--- config.mk ---
export PLATFORM = sky130hd
export DESIGN_NAME = msst_modadd
export DESIGN_NICKNAME = d
export VERILOG_FILES = /design/src/assert_macros.svh /design/src/msst_pkg.sv /design/src/msst_modadd.sv
export SDC_FILE = /design/constraint.sdc
export NUM_CORES = 1
export LEC_CHECK = 0
export BUFFER_PORTS_ARGS = -buffer_cell sky130_fd_sc_hd__buf_2
export CAP_MARGIN = 10
export CORE_UTILIZATION = 35
export DETAILED_ROUTE_END_ITERATION = 10
export PLACE_DENSITY_LB_ADDON = 0.3
export SLEW_MARGIN = 0
export SYNTH_ARGS = -nofsm -noshare
export SYNTH_HDL_FRONTEND = slang
export SYNTH_SLANG_ARGS = --single-unit
--- constraint.sdc ---
create_clock -name vclk -period 4.26
set_input_delay 0.426 -clock vclk [all_inputs]
set_output_delay 0.426 -clock vclk [all_outputs]
set_load 0.05 [all_outputs]
--- src/assert_macros.svh ---
// Assertion macros for the RTL files.
`ifndef ASSERT_MACROS_SVH
`define ASSERT_MACROS_SVH

`ifndef SYNTHESIS

// Same-cycle implication, disabled while reset is active.
`define ASSERT_IMPL(lbl, clk, rstn, ante, cons) \
  lbl: assert property (@(posedge clk) disable iff (!rstn) (ante) |-> (cons)) \
    else $error("assertion failed: same-cycle implication");

// Next-cycle implication, disabled while reset is active.
`define ASSERT_NEXT(lbl, clk, rstn, ante, cons) \
  lbl: assert property (@(posedge clk) disable iff (!rstn) (ante) |=> (cons)) \
    else $error("assertion failed: next-cycle implication");

`else

`define ASSERT_IMPL(lbl, clk, rstn, ante, cons)
`define ASSERT_NEXT(lbl, clk, rstn, ante, cons)

`endif

`endif

--- src/msst_pkg.sv ---
package msst_pkg;

  localparam int unsigned LEAVES  = 1024;
  localparam int unsigned LEAF_W  = $clog2(LEAVES);
  localparam int unsigned NODES   = 2 * LEAVES;
  localparam int unsigned NODE_AW = $clog2(NODES);
  localparam int unsigned VAL_W   = 30;

  localparam logic [VAL_W-1:0] MODP = VAL_W'(1000000007);

  // request kinds
  localparam logic REQ_ADD   = 1'b0;
  localparam logic REQ_QUERY = 1'b1;

  // packed stream widths
  localparam int unsigned IN_BITS  = 1 + LEAF_W + VAL_W + LEAF_W + LEAF_W;
  localparam int unsigned IN_W     = ((IN_BITS + 7) / 8) * 8;
  localparam int unsigned OUT_W    = ((VAL_W + 7) / 8) * 8;

  localparam int unsigned TYPE_LSB = 0;
  localparam int unsigned LEAF_LSB = 1;
  localparam int unsigned VAL_LSB  = LEAF_LSB + LEAF_W;
  localparam int unsigned LO_LSB   = VAL_LSB + VAL_W;
  localparam int unsigned HI_LSB   = LO_LSB + LEAF_W;

endpackage

--- src/msst_modadd.sv ---
// Modular adder: (a + b) mod MODP, valid when a + b < 2 * MODP.
module msst_modadd (
  input  logic [msst_pkg::VAL_W-1:0] op_a_i,
  input  logic [msst_pkg::VAL_W-1:0] op_b_i,
  output logic [msst_pkg::VAL_W-1:0] sum_o
);
  import msst_pkg::*;

  logic [VAL_W:0] raw;
  logic [VAL_W:0] red;

  assign raw = {1'b0, op_a_i} + {1'b0, op_b_i};
  assign red = raw - {1'b0, MODP};

  // one conditional subtract brings the sum back under the prime
  assign sum_o = (raw >= {1'b0, MODP}) ? red[VAL_W-1:0] : raw[VAL_W-1:0];

endmodule

### Word level (Yosys, flattened, before mapping)

Index checks and enable logic that the tools add are counted.

* register bits after elaboration: 0
* input bits: 60
* output and inout port bits: 30
* word-level logic and storage cells: 4

* add/subtract/negate cells: 2
* $lt $le $gt $ge: 1
* multiplexer cells: 1

Operators by type and width (number)
* adder 30 x 30 -> 31 bit: 1
* >= comparator 31 x 30 -> 1 bit, second input constant: 1
* two-way mux 30 bit: 1
* subtractor 30 bit, second input constant: 1

### Longest topological paths before layout

Gate-level depths: netlist of run 1.

* depth after elaboration: 3
* gate-level depth with buffers: 15
* depth with buffers taken out: 14

### Worst setup path before layout of run 1

No wires, ideal clock.

* path type: input -> output
* start: input op_a_i[0] (netlist bit)
* end: output sum_o[16] (netlist bit)
* data arrival time: 4156 ps
* data required time: 3834 ps
* path slack: -322 ps
* stages: 15
* path buffers: 1
* cell sequence: ha_1 inv_1 fa_1 nand2b_2 a211oi_2 o21ai_0 a2111oi_4 nor3_1 nor3_1 o31a_1 o21bai_1 o211ai_2 buf_2 a21oi_1 xnor2_1

* cells in the longest elaborated chain, start to end: 3
* elaborated cells on any way between the ends: 4
* classes of those cells: add/sub (2); order compare (1); mux (1)

Ends and longest elaborated chain
* start: declaration: RTL line msst_modadd.sv:3 `input logic [msst_pkg::VAL_W-1:0] op_a_i,`
* adder 30 x 30 -> 31 bit *: RTL line msst_modadd.sv:12 `assign raw = {1'b0, op_a_i} + {1'b0, op_b_i};`
* subtractor 30 bit / >= comparator 31 x 30 -> 1 bit (equally long branches): RTL line msst_modadd.sv:13, msst_modadd.sv:16
* two-way mux 30 bit *: RTL line msst_modadd.sv:16 `assign sum_o = (raw >= {1'b0, MODP}) ? red[VAL_W-1:0] : raw[VAL_W-1:0];`
* end: declaration: RTL line msst_modadd.sv:5 `output logic [msst_pkg::VAL_W-1:0] sum_o`

Mark *: on every way between the ends. The rest lies on a longest branch, timed or not.

### Final worst setup path of run 1

* start: input op_b_i[0] (netlist bit)
* end: output sum_o[7] (netlist bit)

* cells in the longest elaborated chain, start to end: 3
* elaborated cells on any way between the ends: 4
* classes of those cells: add/sub (2); order compare (1); mux (1)

Ends and longest elaborated chain
* start: declaration: RTL line msst_modadd.sv:4 `input logic [msst_pkg::VAL_W-1:0] op_b_i,`
* adder 30 x 30 -> 31 bit *: RTL line msst_modadd.sv:12
* subtractor 30 bit / >= comparator 31 x 30 -> 1 bit (equally long branches): RTL line msst_modadd.sv:13, msst_modadd.sv:16
* two-way mux 30 bit *: RTL line msst_modadd.sv:16

Marks and branches as above.

==> qor.txt, run 1 <==
syn_nets: 497
count leader, synth: a21oi_1
P per Cell Area: 385 nW/um^2
Final Max Tran Viols: 0
Register Area: 0 sq um
critical setup path kind: input port to output pin
Final Critical Period: 4.26 ns
Yosys top cell area share: 13.8%
MaxCap Viol Count: 0
Initial Util: 36.3%
width of the die: 91.5 microns
synth unique cells: 67
pin count of the biggest net entering global routing: 10
Worst Path Max Fanout: 6
Routed wire per std cell: 13.6 microns
YS warnings: 0
worst setup margin: -0.000471 ns
Util after Layout: 65.6%
num sequential: 0
Seq pwr share: 0%
fin area: 5070 sq um
mapped cell area: 2800 sq um
sequential area share after synthesis: 0%
Internal: 0.853 mW
# diodes: 0
vias in the first global route: 3513
Overall Global Routing Usage: 21.4%
Synth top cells by count: a21oi_1, xnor2_1, nand2_1
Cell Area, Placed: 4380 sq um
unrepaired setup endpoints after global routing: yes
CTS Hold Bufs: 0
post-DP HPWL: 7.50 mm
synth top area cells: ha_1, xnor2_1, a21oi_1
area leader, netlist: ha_1
Worst setup EP type: output pin
first-pass GRT wire length: 15.4 mm
vias per cell: 5.33
failing checks: negative setup slack
DRT iter0 DRCs: 143
port bufs: 90
multi-input gate area in the final layout: 3300 sq um
Switching Share: 56.3%
fillers: 619
Clock power frac: 0%
pre-CTS setup slack: -0.297 ns
Max Fclk: 235 MHz
io pins: 90
# rows: 32
crit path DAT: 3.83 ns
DR vias: 3717
Max-slew headroom: 53.9%
# clk buffers: 0
Worst-Margin Slew: 0.687 ns
Worst VDD drop: 0.182 mV
core footprint: 7730 sq um
fin nets: 689
remaining routing DRC violations: 0
Post-Synthesis Cells: 405
worst hold-check path type: input port to output pin
Required @ worst endpoint: 3.83 ns
die area: 8370 sq um
NetSw: 1.10 mW
Setup TNS Final: -0.000471 ns
share of post-route cells with drive strength above 1: 51.8%
fin crit share: 100%
Die Ht: 91.5 microns
DRT antenna net count: 0
final hold vios: 0
outcome: complete, but fails checks
Area growth syn-to-layout: 80.9%
initial antenna violation count: 0
final WL: 9.47 mm
total gr overflow: 0
leak pwr: 2.34 nW
DR pass1 iterations: 5
# setup viols final: 1
CP Launch Type: input port
gpl congestion: 0.874
Gate power share: 100.0%
Mean Syn Cell Area: 6.92 sq um
cells by family (layout without fill, tap and decap cells):
kind of cell | after synthesis | in the layout | synth area share [%]
buf+inv | 31 | 221 | 4.78
mux | 3 | 3 | 1.16
xor+xnor | 57 | 57 | 17.8
fa+ha+maj | 32 | 32 | 14.6
compound gates | 140 | 140 | 34.3
simple gates | 142 | 142 | 27.4
power by group through the flow:
stage          clock, mW  sequential (mW)  combinational, mW
2_1_floorplan          0                0               1.12
3_3_place_gp           0                0               1.58
3_5_place_dp           0                0               1.60
4_1_cts                0                0               1.83
5_1_grt                0                0               2.06
6_report               0                0               1.95
cell type report:
class | instances | area share, %
well taps | 102 | 2.52
multi-input cells | 374 | 65.0
repair buffers | 208 | 31.5
inverters | 13 | 0.963
path summary, 6_finish.rpt:
| check | slack, ns | cells past startpoint | start | end |
|---|---|---|---|---|
| worst max-delay path | -0.0005 | 21 | op_b_i[0] | sum_o[7] |
| worst min-delay path | 1.31 | 4 | op_a_i[0] | sum_o[0] |
what timing repair did:
item / 4_1_cts / 5_1_grt
endpoints found under the setup margin: 29 / 27
buffers inserted: 8 / 3
cloned: 2 / 0
pin swaps: 24 / 22
gates resized for setup: 73 / 59
layer usage:
| layer | global-route usage (%) | wire [microns] | part of all wire (%) |
|---|---|---|---|
| met4 | 0.265 | 59 | 0.62 |
| met3 | 0.419 | 356 | 3.8 |
| met2 | 40.0 | 4700 | 50 |
| met5 | 0 | 0 | 0 |
| met1 | 28.9 | 4350 | 46 |
cell usage in the layout, fill, tap and decap left out, types with 5 or more instances in the layout:
cell type / n
buf_4: 112
buf_2: 61
a21oi_1: 37
nand2_1: 36
ha_1: 29
buf_6: 27
xnor2_2: 21
nor2_1: 20
xnor2_1: 20
o21ai_0: 16
inv_1: 12
a21o_1: 12
nand3_1: 9
and3_1: 8
nand4_1: 7
a21oi_2: 7
nor3_1: 7
o21a_1: 6
nor3_2: 6
xor2_1: 6
xor2_4: 6
o211ai_1: 5
o21ai_1: 5
nor2_4: 5
stage by stage:
step | instances | total power [mW] | hold WS [ns]
4_1_cts | 695 | 1.83 | 1.30
3_5_place_dp | 685 | 1.60 | 1.40
3_3_place_gp | 685 | 1.58 | 1.39
5_1_grt | 697 | 2.06 | 1.31
6_report | 697 | 1.95 | 1.31
2_1_floorplan | 405 | 1.12 | 1.24
worst max-delay path, cell delays in order:
cell	delay [ns]
buf_8	0.07
ha_4	0.13
inv_2	0.04
fa_2	0.36
nand2b_4	0.16
a211oi_4	0.30
buf_6	0.16
o211ai_1	0.13
buf_4	0.17
a21oi_1	0.16
nor3_2	0.09
xnor2_1	0.23
nand2b_1	0.12
o21ai_2	0.22
o211ai_4	0.12
buf_12	0.17
buf_12	0.13
nor3_2	0.14
buf_4	0.15
xor2_4	0.16
buf_6	0.18
(Power assumes the default switching activity.)
==> run 2: changes to the inputs <==
--- a/config.mk
+++ b/config.mk
@@ -5,10 +5,10 @@
 export SDC_FILE = /design/constraint.sdc
 export NUM_CORES = 1
 export LEC_CHECK = 0
-export BUFFER_PORTS_ARGS = -buffer_cell sky130_fd_sc_hd__buf_2
 export CAP_MARGIN = 10
 export CORE_UTILIZATION = 35
 export DETAILED_ROUTE_END_ITERATION = 10
+export DONT_BUFFER_PORTS = 1
 export PLACE_DENSITY_LB_ADDON = 0.3
 export SLEW_MARGIN = 0
 export SYNTH_ARGS = -nofsm -noshare
==> run 2 against run 1 <==
The flow now finishes without violations. Critical path depth down 4. Global-route usage down 1.5 points. Fmax up 1.3%. Cell count down 14%. Cell area down 11%. Via count down 9.9%. Utilization down 7.2 points. First-iteration DRC count down 3.5%. Worst hold slack worse by 0.070 ns.
==> qor.txt, run 2 (synthesized netlist as in run 1, its figures left out) <==
first-pass GRT wire length: 14.2 mm
port bufs: 0
Register Area: 0 sq um
Final Max Tran Viols: 0
P per Cell Area: 451 nW/um^2
Gate power share: 100.0%
Max Fclk: 238 MHz
# setup viols final: 0
Internal: 0.940 mW
die area: 8370 sq um
width of the die: 91.5 microns
DRT antenna net count: 0
# diodes: 0
# rows: 32
remaining routing DRC violations: 0
Routed wire per std cell: 15.2 microns
Seq pwr share: 0%
DR pass1 iterations: 4
DRT iter0 DRCs: 138
Die Ht: 91.5 microns
NetSw: 1.09 mW
Worst Path Max Fanout: 6
vias in the first global route: 3097
gpl congestion: 0.841
initial antenna violation count: 0
Worst VDD drop: 0.179 mV
pin count of the biggest net entering global routing: 12
leak pwr: 1.92 nW
Area growth syn-to-layout: 61.1%
CTS Hold Bufs: 0
Required @ worst endpoint: 3.83 ns
final hold vios: 0
fin cells: 597
worst hold-check path type: input port to output pin
Worst setup EP type: output pin
CP Launch Type: input port
Initial Util: 36.3%
io pins: 90
Util after Layout: 58.4%
Switching Share: 53.8%
share of post-route cells with drive strength above 1: 38.8%
core footprint: 7730 sq um
# clk buffers: 0
most common cell after layout, fill and taps aside: buf_4
unrepaired setup endpoints after global routing: yes
vias per cell: 5.61
fin crit share: 98.7%
final WL: 9.08 mm
post-DP HPWL: 7.67 mm
num sequential: 0
Cells after DPL: 593
total gr overflow: 0
DR vias: 3349
Max-slew headroom: 42.1%
crit path DAT: 3.78 ns
outcome: finished clean
Worst-Margin Slew: 0.862 ns
Final Critical Period: 4.21 ns
fin nets: 589
Overall Global Routing Usage: 19.9%
critical setup path kind: input port to output pin
commonest cells after routing, fill and taps aside: buf_4, nand2_1, a21oi_1, ha_1, buf_12
Clock power frac: 0%
MaxCap Viol Count: 0
==> run 2: cell types whose count changed in the layout (fill, tap and decap cells not counted), sizes merged <==
cell    delta
bufbuf     -1
buf       -99
==> run 2: cell type report <==
type | instances | area (sq um)
fillers | 719 | 3210
multi-input cells | 374 | 3170
inverters | 13 | 48.8
repair buffers | 108 | 1160
well taps | 102 | 128
==> run 2: repair_timing <==
| action | 4_1_cts | 5_1_grt |
|---|---|---|
| gates resized for setup | 5 | 42 |
| pin swaps | 3 | 7 |
| setup endpoints to repair | 26 | 29 |
| cloned | 0 | 1 |
| setup buffers | 0 | 3 |
==> run 2: worst max-delay path, stage by stage <==
cell and delay [ns]:
ha_4 0.14, inv_2 0.05, fa_2 0.21, nand2b_4 0.13, a211oi_2 0.07, buf_4 0.16, or4_4 0.49, a2111oi_4 0.34
nor3_2 0.10, or3_4 0.35, o311ai_4 0.23, o211ai_2 0.16, buf_12 0.18, nor4_4 0.27, buf_4 0.18, xnor2_4 0.12
buf_12 0.15
==> run 2: metrics by stage <==
stage	area, sq um	TNS [ns]	power [mW]	setup WS, ns	hold slack (ns)
floorplan	3070	-0.332	1.12	-0.0734	1.24
global placement	4210	-0.469	1.89	-0.127	1.30
detailed placement	4210	-2.32	1.92	-0.184	1.32
CTS	4240	0	1.93	0.00551	1.32
global route	4510	-1.71	2.14	-0.137	1.25
finish	4510	0	2.03	0.0548	1.24
==> run 2: power groups by stage <==
stage / clock network (mW) / logic [mW] / registers [mW]
floorplan: 0 / 1.12 / 0
global placement: 0 / 1.89 / 0
detailed placement: 0 / 1.92 / 0
CTS: 0 / 1.93 / 0
global route: 0 / 2.14 / 0
finish: 0 / 2.03 / 0
==> run 2: worst paths after layout <==
kind	startpoint	to	slack [ns]	depth (start not counted)
setup / recovery	op_a_i[0]	sum_o[8]	0.05	17
hold / removal	op_b_i[0]	sum_o[0]	1.24	3
==> run 2: per-layer routing <==
layer,vias up,track usage (%),part of all wire (%)
met1,1558,27.0,46
met2,98,36.7,50
met4,0,0.661,0.34
met5,-,0,0
li1,1689,-,-
met3,4,0.670,4.2
==> run 3: changes to the inputs <==
--- a/config.mk
+++ b/config.mk
@@ -6,10 +6,11 @@
 export NUM_CORES = 1
 export LEC_CHECK = 0
 export CAP_MARGIN = 10
+export CORE_ASPECT_RATIO = 0.75
 export CORE_UTILIZATION = 35
 export DETAILED_ROUTE_END_ITERATION = 10
 export DONT_BUFFER_PORTS = 1
-export PLACE_DENSITY_LB_ADDON = 0.3
+export PLACE_DENSITY = 0.58
 export SLEW_MARGIN = 0
 export SYNTH_ARGS = -nofsm -noshare
 export SYNTH_HDL_FRONTEND = slang
==> constraint.sdc (replaced) <==
create_clock -name vclk -period 4.31
set_input_delay 0.431 -clock vclk [all_inputs]
set_output_delay 0.431 -clock vclk [all_outputs]
set_load 0.05 [all_outputs]
==> run 3 against run 2 <==
Sequential cell count unchanged. Worst setup slack better by 0.030 ns. Total power is 6.7% lower. Via count fell by 1.1%. Non-clock buffer count is 14 lower. Worst hold slack worse by 0.0078 ns. Die area barely moved. First-iteration DRC count increased by 4.3%. Count of clock-buffer cells in the layout did not move. Cell area is 5.5% lower. Utilization decreased by 1.8 points. Critical path type unchanged.
==> qor.txt, run 3 (synthesized netlist as in run 1, its figures left out) <==
outcome: finished clean
crit path DAT: 3.79 ns
width of the die: 105 microns
Worst setup EP type: output pin
CTS Hold Bufs: 0
Register Area: 0 sq um
most common cell after layout, fill and taps aside: buf_4
fin nets: 575
remaining routing DRC violations: 0
# setup viols final: 0
worst setup path startpoint: op_a_i[0]
# diodes: 0
vias per cell: 5.69
post-DP HPWL: 7.52 mm
Worst Path Max Fanout: 4
Die Ht: 79.5 microns
commonest cells after routing, fill and taps aside: buf_4, a21oi_1, nand2_1, ha_1, nor2_1
first-pass GRT wire length: 14.1 mm
total chip power: 1.90 mW
fin crit share: 98.0%
slowest CP cell: fa_2
port bufs: 0
DR pass1 iterations: 5
P per Cell Area: 445 nW/um^2
MaxCap Viol Count: 0
Max Fclk: 237 MHz
final WL: 9.09 mm
worst path buffer plus inverter count: 6
final hold vios: 0
Final Critical Period: 4.23 ns
Area growth syn-to-layout: 52.2%
Initial Util: 37.2%
Worst-Margin Slew: 0.779 ns
Final Max Tran Viols: 0
DRT antenna net count: 0
Crit path max-delay family: compound AO/OA/AOI/OAI gates
DR vias: 3313
worst hold-check path type: input port to output pin
CP Launch Type: input port
core footprint: 7530 sq um
DRT iter0 DRCs: 144
num sequential: 0
# rows: 27
total gr overflow: 0
Cells after DPL: 577
Worst VDD drop: 0.384 mV
share of post-route cells with drive strength above 1: 34.9%
Required @ worst endpoint: 3.88 ns
initial antenna violation count: 0
die area: 8370 sq um
pin count of the biggest net entering global routing: 21
Cell Area, Placed: 4010 sq um
slowest cell delay on critical path: 0.36 ns
fin area: 4260 sq um
vias in the first global route: 2992
leak pwr: 1.80 nW
Overall Global Routing Usage: 20.0%
min-delay src: op_b_i[0]
CP Cell Sequence: ha_4 > inv_2 > fa_2 > nand2b_4 > a211oi_4 > buf_6 > o211ai_1 > a21oi_1 > o21ai_0 > nand2_1 > nand2_1 > o311ai_2 > o211ai_2 > buf_6 > buf_4 > a211oi_2 > buf_4 > xnor2_2 > buf_12
io pins: 90
# clk buffers: 0
fin cells: 582
gpl congestion: 0.895
critical setup path kind: input port to output pin
Routed wire per std cell: 15.6 microns
Max-slew headroom: 47.7%
run 3: cell types whose count changed in the layout (fill, tap and decap cells not counted), moves of 2 or more:
cell and delta:
buf_12 -3, nor2_1 +6, nor2_2 -5, xnor2_1 +2
a21oi_1 +2, xnor2_4 -3, buf_4 -12, a21oi_2 -2
o21ai_2 +2
run 3: power breakdown:
group | leakage, nW | total, mW | internal, mW | switching, mW
Sequential | 0 | 0 | 0 | 0
Clock | 0 | 0 | 0 | 0
Combinational | 1.80 | 1.90 | 0.852 | 1.05
run 3: metrics by stage:
stage	setup TNS [ns]	setup WS, ns	utilization [%]	hold WS (ns)
detailed placement	-0.211	-0.0630	53.2	1.28
CTS	-0.00801	-0.00801	53.5	1.29
global route	-0.564	-0.0715	56.6	1.26
finish	0	0.0844	56.6	1.23
global placement	0	0.00698	53.2	1.28
floorplan	-0.957	-0.274	-	1.33
run 3: cell type report:
cell class	count	area, sq um
multi-input cells	374	3050
fillers	705	3270
well taps	101	126
inverters	13	48.8
repair buffers	94	1040
run 3: worst paths after layout:
path / to / slack, ns / cells after the start
min: sum_o[0] / 1.23 / 3
max: sum_o[22] / 0.08 / 19
run 3: repair_timing:
| action | 4_1_cts | 5_1_grt |
|---|---|---|
| pin swaps | 6 | 19 |
| endpoints found under the setup margin | 6 | 29 |
| cloned | 0 | 2 |
| buffers inserted | 0 | 3 |
| gates resized for setup | 5 | 34 |
run 3: metal layers:
metal  vias up  part of all wire (%)  GRT usage, %  wire [microns]
li1       1658                     -             -               -
met1      1539                    52          32.2            4730
met2       116                    42          30.0            3800
met3         0                   6.2          1.06             563
met4         0                     0         0.423               0
met5         -                     0             0               0
